`src/sv/bae_pkg.sv`:
```
// Shared constants, types and character helpers for the bare ampersand escaper.
`timescale 1ns / 1ps
`default_nettype none

package bae_pkg;

   localparam int HOLD_DEPTH = 16;
   localparam int CNT_W      = $clog2(HOLD_DEPTH + 1);
   localparam int ADDR_W     = $clog2(HOLD_DEPTH);
   localparam int IDX_W      = (CNT_W > 3) ? CNT_W : 3;

   // Index of the final byte of "&amp;".
   localparam logic [IDX_W-1:0] ESC_LAST = IDX_W'(4);

   localparam logic [7:0] CH_AMP    = 8'h26;
   localparam logic [7:0] CH_HASH   = 8'h23;
   localparam logic [7:0] CH_SEMI   = 8'h3B;
   localparam logic [7:0] CH_LX     = 8'h78;
   localparam logic [7:0] CH_UX     = 8'h58;
   localparam logic [7:0] CH_USCORE = 8'h5F;
   localparam logic [7:0] CH_LA     = 8'h61;
   localparam logic [7:0] CH_LM     = 8'h6D;
   localparam logic [7:0] CH_LP     = 8'h70;

   typedef enum logic [4:0] {
      PH_IDLE = 5'b00001,
      PH_AMP  = 5'b00010,
      PH_HASH = 5'b00100,
      PH_HEX  = 5'b01000,
      PH_NAME = 5'b10000
   } phase_type;

   typedef enum logic [1:0] {
      PRE_NONE = 2'd0,
      PRE_AMP  = 2'd1,
      PRE_ESC  = 2'd2
   } pre_type;

   typedef enum logic [1:0] {
      TAIL_NONE = 2'd0,
      TAIL_BYTE = 2'd1,
      TAIL_ESC  = 2'd2
   } tail_type;

   // Output plan for one transaction: prefix, held bytes, tail.
   typedef struct packed {
      pre_type          pre;
      logic [CNT_W-1:0] nheld;
      tail_type         tail;
      logic [7:0]       data;
      logic             last;
   } plan_type;

   // Check state update for one transaction.
   typedef struct packed {
      phase_type        phase;
      logic [CNT_W-1:0] count;
      logic             wr_en;
   } ctx_type;

   function automatic logic is_hex(input logic [7:0] c);
      return (c >= 8'h30 && c <= 8'h39) || (c >= 8'h61 && c <= 8'h66) ||
             (c >= 8'h41 && c <= 8'h46);
   endfunction

   function automatic logic is_name(input logic [7:0] c);
      return (c >= 8'h61 && c <= 8'h7A) || (c >= 8'h41 && c <= 8'h5A) ||
             (c == CH_USCORE);
   endfunction

   function automatic logic [7:0] esc_char(input logic [IDX_W-1:0] idx);
      logic [7:0] c;
      unique case (idx)
         IDX_W'(0): c = CH_AMP;
         IDX_W'(1): c = CH_LA;
         IDX_W'(2): c = CH_LM;
         IDX_W'(3): c = CH_LP;
         default:   c = CH_SEMI;
      endcase
      return c;
   endfunction

endpackage

`default_nettype wire

```
`src/sv/bae_hold.sv`:
```
// Generic single-port-write RAM with registered read; holds the lookahead bytes.
`timescale 1ns / 1ps
`default_nettype none

module bae_hold #(
   parameter int WIDTH = 8,
   parameter int DEPTH = 16
) (
   input  wire logic                     clock,
   input  wire logic                     wr_en,
   input  wire logic [$clog2(DEPTH)-1:0] wr_addr,
   input  wire logic [WIDTH-1:0]         wr_data,
   input  wire logic [$clog2(DEPTH)-1:0] rd_addr,
   output logic      [WIDTH-1:0]         rd_data
);

   logic [WIDTH-1:0] mem_ff [DEPTH];
   logic [WIDTH-1:0] rd_data_ff;

   always_ff @(posedge clock) begin
      if (wr_en) begin
         mem_ff[wr_addr] <= wr_data;
      end
      rd_data_ff <= mem_ff[rd_addr];
   end

   assign rd_data = rd_data_ff;

endmodule

`default_nettype wire

```
`src/sv/bae_plan.sv`:
```
// Reference classifier: turns one input byte into an output plan and a state update.
`timescale 1ns / 1ps
`default_nettype none

module bae_plan
   import bae_pkg::*;
(
   input  wire phase_type        phase,
   input  wire logic [CNT_W-1:0] count,
   input  wire logic [7:0]       in_byte,
   input  wire logic             in_last,
   output plan_type              plan,
   output ctx_type               ctx
);

   always_comb begin
      logic      hold;
      logic      done;
      logic      fresh_amp;
      phase_type next_ph;

      hold    = 1'b0;
      done    = 1'b0;
      next_ph = PH_IDLE;
      unique case (phase)
         PH_AMP: begin
            if (in_byte == CH_HASH) begin
               hold = 1'b1; next_ph = PH_HASH;
            end else if (is_name(in_byte)) begin
               hold = 1'b1; next_ph = PH_NAME;
            end
         end
         PH_HASH: begin
            if (in_byte == CH_LX || in_byte == CH_UX || is_hex(in_byte)) begin
               hold = 1'b1; next_ph = PH_HEX;
            end else if (in_byte == CH_SEMI) begin
               done = 1'b1;
            end
         end
         PH_HEX: begin
            if (is_hex(in_byte)) begin
               hold = 1'b1; next_ph = PH_HEX;
            end else if (in_byte == CH_SEMI) begin
               done = 1'b1;
            end
         end
         PH_NAME: begin
            if (is_name(in_byte)) begin
               hold = 1'b1; next_ph = PH_NAME;
            end else if (in_byte == CH_SEMI) begin
               done = 1'b1;
            end
         end
         default: ;
      endcase

      fresh_amp  = (in_byte == CH_AMP);
      plan.pre   = PRE_NONE;
      plan.nheld = '0;
      plan.tail  = TAIL_NONE;
      plan.data  = in_byte;
      plan.last  = in_last;
      ctx.phase  = PH_IDLE;
      ctx.count  = '0;
      ctx.wr_en  = 1'b0;

      if (phase == PH_IDLE) begin
         if (fresh_amp) begin
            if (in_last) plan.tail = TAIL_ESC;
            else         ctx.phase = PH_AMP;
         end else begin
            plan.tail = TAIL_BYTE;
         end
      end else if (hold) begin
         if (count == CNT_W'(HOLD_DEPTH)) begin
            // Lookahead too long: treat the ampersand as bare.
            plan.pre   = PRE_ESC;
            plan.nheld = count;
            plan.tail  = TAIL_BYTE;
         end else begin
            ctx.wr_en = 1'b1;
            ctx.phase = next_ph;
            ctx.count = CNT_W'(count + 1'b1);
            if (in_last) begin
               plan.pre   = PRE_ESC;
               plan.nheld = CNT_W'(count + 1'b1);
            end
         end
      end else if (done) begin
         plan.pre   = PRE_AMP;
         plan.nheld = count;
         plan.tail  = TAIL_BYTE;
      end else begin
         plan.pre   = PRE_ESC;
         plan.nheld = count;
         if (fresh_amp) begin
            if (in_last) plan.tail = TAIL_ESC;
            else         ctx.phase = PH_AMP;
         end else begin
            plan.tail = TAIL_BYTE;
         end
      end

      if (in_last) begin
         ctx.phase = PH_IDLE;
         ctx.count = '0;
      end
   end

endmodule

`default_nettype wire

```
`src/sv/bare_ampersand_escaper.sv`:
```
// Top level of the bare ampersand escaper: check state, output sequencer, result register.
//
// Usage:
//   req_ channel carries one text byte per transaction (req_in_byte) and a
//   stream end flag (req_in_last). rsp_ channel carries one escaped byte per
//   transaction, with rsp_run_last on the final byte caused by a request and
//   rsp_stream_end on the final byte of the stream.
//   A request is classified in the cycle it is accepted; its output plan
//   (prefix "&" or "&amp;", held bytes, tail byte or "&amp;") is then played
//   out by a sequencer, one byte per cycle while the receiver keeps up,
//   through a single step counter, into the result register. req_ready is
//   high only while the sequencer is idle, so a request that produces bytes
//   blocks the next one until its plan is played out; a request that only
//   extends a pending check produces nothing and the next one may follow in
//   the next cycle. Worst case is HOLD_DEPTH + 10 bytes for one request.
//   A stalled receiver holds the result register and freezes the sequencer;
//   nothing is dropped. Synchronous reset returns the check to idle with an
//   empty hold buffer and clears the result valid; held bytes are never
//   played back before being written.
`timescale 1ns / 1ps
`default_nettype none

module bare_ampersand_escaper
   import bae_pkg::*;
(
   input  wire logic       clock,
   input  wire logic       reset,
   input  wire logic       req_valid,
   output logic            req_ready,
   input  wire logic [7:0] req_in_byte,
   input  wire logic       req_in_last,
   output logic            rsp_valid,
   input  wire logic       rsp_ready,
   output logic [7:0]      rsp_out_byte,
   output logic            rsp_run_last,
   output logic            rsp_stream_end
);

   typedef enum logic [3:0] {
      S_IDLE = 4'b0001,
      S_PRE  = 4'b0010,
      S_HELD = 4'b0100,
      S_TAIL = 4'b1000
   } seq_type;

   // Check state
   phase_type        phase_ff, phase_in;
   logic [CNT_W-1:0] count_ff, count_in;

   // Sequencer
   seq_type          seq_ff, seq_in, seq_start, seq_after;
   logic [IDX_W-1:0] idx_ff, idx_in;
   plan_type         plan_ff, plan_in;

   // Result register
   logic             rsp_valid_ff, rsp_valid_in;
   logic [7:0]       rsp_byte_ff;
   logic             rsp_run_last_ff;
   logic             rsp_end_ff;

   plan_type         plan;
   ctx_type          ctx;
   logic             accept;
   logic             out_free;
   logic             step;
   logic             seg_end;
   logic             plan_done;
   logic [7:0]       cur_byte;
   logic [7:0]       rd_data;
   logic [IDX_W-1:0] nheld_ext;

   assign req_ready = (seq_ff == S_IDLE);
   assign accept    = req_valid && req_ready;
   assign out_free  = !rsp_valid_ff || rsp_ready;
   assign step      = (seq_ff != S_IDLE) && out_free;
   assign nheld_ext = IDX_W'(plan_ff.nheld);

   bae_plan u_plan (
      .phase   (phase_ff),
      .count   (count_ff),
      .in_byte (req_in_byte),
      .in_last (req_in_last),
      .plan    (plan),
      .ctx     (ctx)
   );

   // Write the extending byte at the current fill level. Address the read
   // with the next index so the registered data lines up with idx_ff; every
   // plan with held bytes opens with a prefix, so a byte written at accept
   // is in place before playback reads it.
   bae_hold #(
      .WIDTH (8),
      .DEPTH (HOLD_DEPTH)
   ) u_hold (
      .clock   (clock),
      .wr_en   (accept && ctx.wr_en),
      .wr_addr (count_ff[ADDR_W-1:0]),
      .wr_data (req_in_byte),
      .rd_addr (idx_in[ADDR_W-1:0]),
      .rd_data (rd_data)
   );

   // Pick the first segment of a fresh plan.
   always_comb begin
      if (plan.pre != PRE_NONE)       seq_start = S_PRE;
      else if (plan.nheld != '0)      seq_start = S_HELD;
      else if (plan.tail != TAIL_NONE) seq_start = S_TAIL;
      else                            seq_start = S_IDLE;
   end

   // Current byte and segment end for the running plan.
   always_comb begin
      cur_byte = esc_char(idx_ff);
      seg_end  = 1'b0;
      unique case (seq_ff)
         S_PRE: begin
            if (plan_ff.pre == PRE_AMP) cur_byte = CH_AMP;
            seg_end = (plan_ff.pre == PRE_AMP) || (idx_ff == ESC_LAST);
         end
         S_HELD: begin
            cur_byte = rd_data;
            seg_end  = (IDX_W'(idx_ff + 1'b1) == nheld_ext);
         end
         S_TAIL: begin
            if (plan_ff.tail == TAIL_BYTE) cur_byte = plan_ff.data;
            seg_end = (plan_ff.tail == TAIL_BYTE) || (idx_ff == ESC_LAST);
         end
         default: ;
      endcase
   end

   // Segment that follows the current one.
   always_comb begin
      unique case (seq_ff)
         S_PRE: begin
            if (plan_ff.nheld != '0)           seq_after = S_HELD;
            else if (plan_ff.tail != TAIL_NONE) seq_after = S_TAIL;
            else                               seq_after = S_IDLE;
         end
         S_HELD: begin
            seq_after = (plan_ff.tail != TAIL_NONE) ? S_TAIL : S_IDLE;
         end
         default: seq_after = S_IDLE;
      endcase
   end

   assign plan_done = seg_end && (seq_after == S_IDLE);

   // Next-state selection: accept loads a plan, a step advances it.
   always_comb begin
      phase_in     = phase_ff;
      count_in     = count_ff;
      seq_in       = seq_ff;
      idx_in       = idx_ff;
      plan_in      = plan_ff;
      if (accept) begin
         phase_in = ctx.phase;
         count_in = ctx.count;
         seq_in   = seq_start;
         idx_in   = '0;
         plan_in  = plan;
      end else if (step) begin
         seq_in = seg_end ? seq_after : seq_ff;
         idx_in = seg_end ? '0 : IDX_W'(idx_ff + 1'b1);
      end

      if (step)           rsp_valid_in = 1'b1;
      else if (rsp_ready) rsp_valid_in = 1'b0;
      else                rsp_valid_in = rsp_valid_ff;
   end

   always_ff @(posedge clock) begin
      if (reset) begin
         phase_ff     <= PH_IDLE;
         count_ff     <= '0;
         seq_ff       <= S_IDLE;
         idx_ff       <= '0;
         rsp_valid_ff <= 1'b0;
      end else begin
         phase_ff     <= phase_in;
         count_ff     <= count_in;
         seq_ff       <= seq_in;
         idx_ff       <= idx_in;
         rsp_valid_ff <= rsp_valid_in;
      end
   end

   // Payload registers: plan and result byte carry no reset.
   always_ff @(posedge clock) begin
      plan_ff <= plan_in;
      if (step) begin
         rsp_byte_ff     <= cur_byte;
         rsp_run_last_ff <= plan_done;
         rsp_end_ff      <= plan_done && plan_ff.last;
      end
   end

   assign rsp_valid      = rsp_valid_ff;
   assign rsp_out_byte   = rsp_byte_ff;
   assign rsp_run_last   = rsp_run_last_ff;
   assign rsp_stream_end = rsp_end_ff;

   // The hold buffer never fills past its depth.
   a_count_bound: assert property (@(posedge clock) disable iff (reset)
      count_ff <= CNT_W'(HOLD_DEPTH))
      else $error("hold count exceeds depth");

   // End of stream leaves no check pending.
   a_last_clears: assert property (@(posedge clock) disable iff (reset)
      accept && req_in_last |=> (phase_ff == PH_IDLE) && (count_ff == '0))
      else $error("check pending after stream end");

   // Held playback stays inside the plan's byte count.
   a_held_range: assert property (@(posedge clock) disable iff (reset)
      seq_ff == S_HELD |-> idx_ff < nheld_ext)
      else $error("held index out of range");

   // A stream end marker only appears on the last byte of a request.
   a_end_is_last: assert property (@(posedge clock) disable iff (reset)
      rsp_valid_ff && rsp_end_ff |-> rsp_run_last_ff)
      else $error("stream end without run last");

endmodule

`default_nettype wire
```
`config.mk`:
```
export PLATFORM = sky130hd
export DESIGN_NAME = bare_ampersand_escaper
export DESIGN_NICKNAME = d
export VERILOG_FILES = /design/src/sv/bae_pkg.sv /design/src/sv/bae_hold.sv /design/src/sv/bae_plan.sv /design/src/sv/bare_ampersand_escaper.sv
export SDC_FILE = /design/constraint.sdc
export NUM_CORES = 1
export LEC_CHECK = 0
export BUFFER_PORTS_ARGS = -buffer_cell sky130_fd_sc_hd__buf_4
export CAP_MARGIN = 20
export CORE_ASPECT_RATIO = 1.1
export CORE_MARGIN = 2
export CORE_UTILIZATION = 55
export DETAILED_ROUTE_END_ITERATION = 10
export HOLD_SLACK_MARGIN = 0.06
export PLACE_DENSITY = 0.7
export SETUP_SLACK_MARGIN = 0.02
export SLEW_MARGIN = 20
export SYNTH_ARGS = -nofsm -noshare
export SYNTH_HDL_FRONTEND = slang
export SYNTH_HIERARCHICAL = 1
export SYNTH_SLANG_ARGS = --single-unit
```
`constraint.sdc`:
```
create_clock -name clock -period 4.55 [get_ports clock]
set_clock_uncertainty 0.2 [all_clocks]
set_input_delay 0.6825 -clock clock [delete_from_list [all_inputs] [get_ports clock]]
set_output_delay 0.6825 -clock clock [all_outputs]
set_load 0.05 [all_outputs]
```
==> results.py <==
metrics = {
    "run_status": {
        "outcome": "finished, final reports clean",
    },
    "sta": {
        "finalSetupViolCount": 0,
        "finalCritPeriodShare_pct": 86.61,
        "hold_viol_final": 0,
        "slew_viol_final": 0,
        "fmax_mhz": 253.8,
        "fin_tns_setup_ns": 0,
        "rsz0062_at_grt": "no",
        "relSlewSlack_pct": 41.57,
        "fin_crit_ns": 3.941,
        "worstMarginPinSlew_ns": 0.8732,
    },
    "yosys": {
        "synth-seq-cells": 184,
        "ys_warn_count": 6,
        "ys_seq_area_share_pct": 64.40,
        "synth_nets": 573,
        "ys_async_sr_fraction_pct": 0,
        "syn_area_per_cell_sq_um": 14.70,
        "netlist_instances": 554,
        "netlist-cell-type-count": 68,
        "synth_edf_count": 156,
        "netlist_area_sq_um": 8144,
        "synthFlopType": "edfxtp_1",
    },
    "route": {
        "wl_um": 16870,
        "vias": 4792,
        "drt_first_pass_iters": 5,
        "wire_per_inst_um": 21.30,
        "initialDrtViolationCount": 506,
        "drc": 0,
        "via_per_inst": 6.051,
        "ant_nets": 0,
    },
    "floorplanning": {
        "io_pins": 25,
        "die_area_sq_um": 15800,
        "fp.dieW_um": 120.0,
        "start_util_pct": 56.37,
        "die_y_um": 131.6,
        "core_sq_um": 14450,
        "num_rows": 46,
    },
    "grt": {
        "grt_max_degree": 32,
        "grt_usage_pct": 22.55,
        "grt_pass1_wl_um": 26560,
        "grt_pass1_vias": 4768,
        "antenna_found_initial": 0,
        "grt_overflow_total": 0,
    },
    "critical_path": {
        "required_ns": 4.66,
        "cp-end-kind": "flip-flop",
        "critPathMaxFanout": 20,
        "worst_ep_arrival_time_ns": 4.05,
        "startpoint": "idx_ff[0]",
        "crit_type": "reg -> reg",
        "startpoint_type": "flip-flop",
        "r2r_start": "idx_ff[0]",
    },
    "placement": {
        "place_area_sq_um": 8528,
        "io_buffers": 24,
        "gp_congestion": 0.8942,
        "dp_hpwl_um": 11150,
    },
    "clocking": {
        "postCtsHoldBufs": 0,
        "post-cts-setup-buffers": 0,
        "clk_root_buffer_cell": "clkbuf_16",
        "htree_levels": 4,
        "clkTransAtPathRegs_ns": 0.07,
        "cts_resized": 0,
        "cts_buffers": 17,
        "tritoncts": "yes",
        "cts.sinks": 184,
        "cts_max_path_buffers": 2,
        "clkLatencyLatePin_ns": 0.43,
    },
    "pwr": {
        "sequentialPowerShare_pct": 43.0,
        "power_leakage_uw": 0.003019,
        "switchingPower_uw": 1456,
        "comb_power_share_pct": 26.7,
        "intPower_uw": 3308,
        "vdd_drop_max_v": 0.0002665,
        "powerDensity_nw_per_um2": 522.8,
        "swShare_pct": 30.57,
        "p_clk_share_pct": 30.3,
    },
    "final_layout": {
        "diodes": 0,
        "area_delta_synth_final_pct": 11.89,
        "multi_input_comb_area_sq_um": 2629,
        "nNetsFinal": 606,
        "seqCellArea_sq_um": 5245,
        "fillers": 1051,
        "final_cell_mix": "edfxtp_1, nand2_1, buf_4, nor2_1, dfxtp_1",
        "post-route-util_pct": 63.08,
        "drive_gt1_share_pct": 20.00,
        "final_cell_area_sq_um": 9112,
        "final_common_cell": "edfxtp_1",
    },
    "min_path": {
        "hp-class": "in -> reg",
        "worstHoldStart": "req_in_last",
    },
    "run": {
        "maxCapViolCount": 0,
    },
}
[flip-flops by register name, indices dropped and copies added (netlist names)]
register,flops
rsp_out_byte,8
u_hold/mem_ff,128
count_ff,5
nheld_ext,5
plan_ff,13
u_hold/rd_data,8
phase_ff,5
rsp_valid,1
rsp_stream_end,1
seq_ff,4
rsp_run_last,1
idx_ff,5
[cells by family after synthesis]
| family | Yosys count | share of synthesized area, % |
|---|---|---|
| xor+xnor | 10 | 1.076 |
| simple gates | 191 | 12.41 |
| compound gates | 85 | 7.820 |
| fa+ha+maj | 6 | 0.9218 |
| mux | 35 | 9.863 |
| flops | 184 | 64.40 |
| buf+inv | 43 | 3.503 |
[synth_stat cells, drive strengths merged (9+ instances only)]
cell type / count / area, sq um
edfxtp: 156 / 4684
nand2: 53 / 198.9
nor2: 44 / 172.7
mux4: 32 / 773.2
dfxtp: 28 / 560.5
buf: 25 / 199.0
a21oi: 20 / 107.6
a22oi: 20 / 150.1
nor3: 18 / 95.09
nand3: 13 / 65.06
o21ai: 13 / 65.06
inv: 9 / 33.78
[cell type report]
cell class	instances	area share, %
clock buffer	17	4.668
clock inverter	15	1.744
inverter	9	0.3707
multi-input combinational	327	28.85
sequential	184	57.56
tap	192	2.636
timing repair buffer	48	4.174
[routing by layer]
layer / wire [um] / vias to the layer above / global-route usage (%)
li1: - / 2219 / -
met1: 7134 / 2378 / 30.45
met2: 8578 / 168 / 36.46
met3: 868 / 27 / 4.861
met4: 291 / 0 / 7.712
met5: 0 / - / 0
[stage by stage]
| stage | power (uW) | hold WS, ns | std cells | setup WS (ns) |
|---|---|---|---|---|
| after global placement | 3324 | 0.2957 | 759 | 0.5482 |
| after detailed placement | 3360 | 0.3039 | 760 | 0.4439 |
| final | 4764 | 0.2852 | 792 | 0.6094 |
| after floorplan | 3037 | 0.2351 | 554 | 0.5479 |
| after CTS | 4796 | 0.2731 | 792 | 0.5853 |
| after global routing | 4945 | 0.2779 | 792 | 0.3333 |
[power by group through the flow]
stage / clock network, uW / registers [uW] / logic (uW)
floorplan: 0 / 2180 / 858
global placement: 0 / 2080 / 1240
detailed placement: 0 / 2090 / 1270
CTS: 1470 / 2050 / 1280
global route: 1530 / 2060 / 1360
finish: 1440 / 2050 / 1270
[critical path, cell delays in order, from the launching register on]
cell	delay, ns
dfxtp_1	0.53
inv_1	0.11
ha_1	0.34
xnor2_1	0.13
and3_1	0.18
o2111a_2	0.22
nor2_1	0.27
a22o_2	0.67
mux4_1	0.71
a22oi_1	0.31
nand2_1	0.12
[final timing paths]
kind | endpoint | slack, ns | cells after the start
min | plan_ff[0] | 0.29 | 1
max reg2reg | u_hold/rd_data[2] | 0.61 | 10
min reg2reg | rsp_valid | 0.31 | 2
max | u_hold/rd_data[2] | 0.61 | 10
No activity file was read; power rests on OpenSTA's default activity.
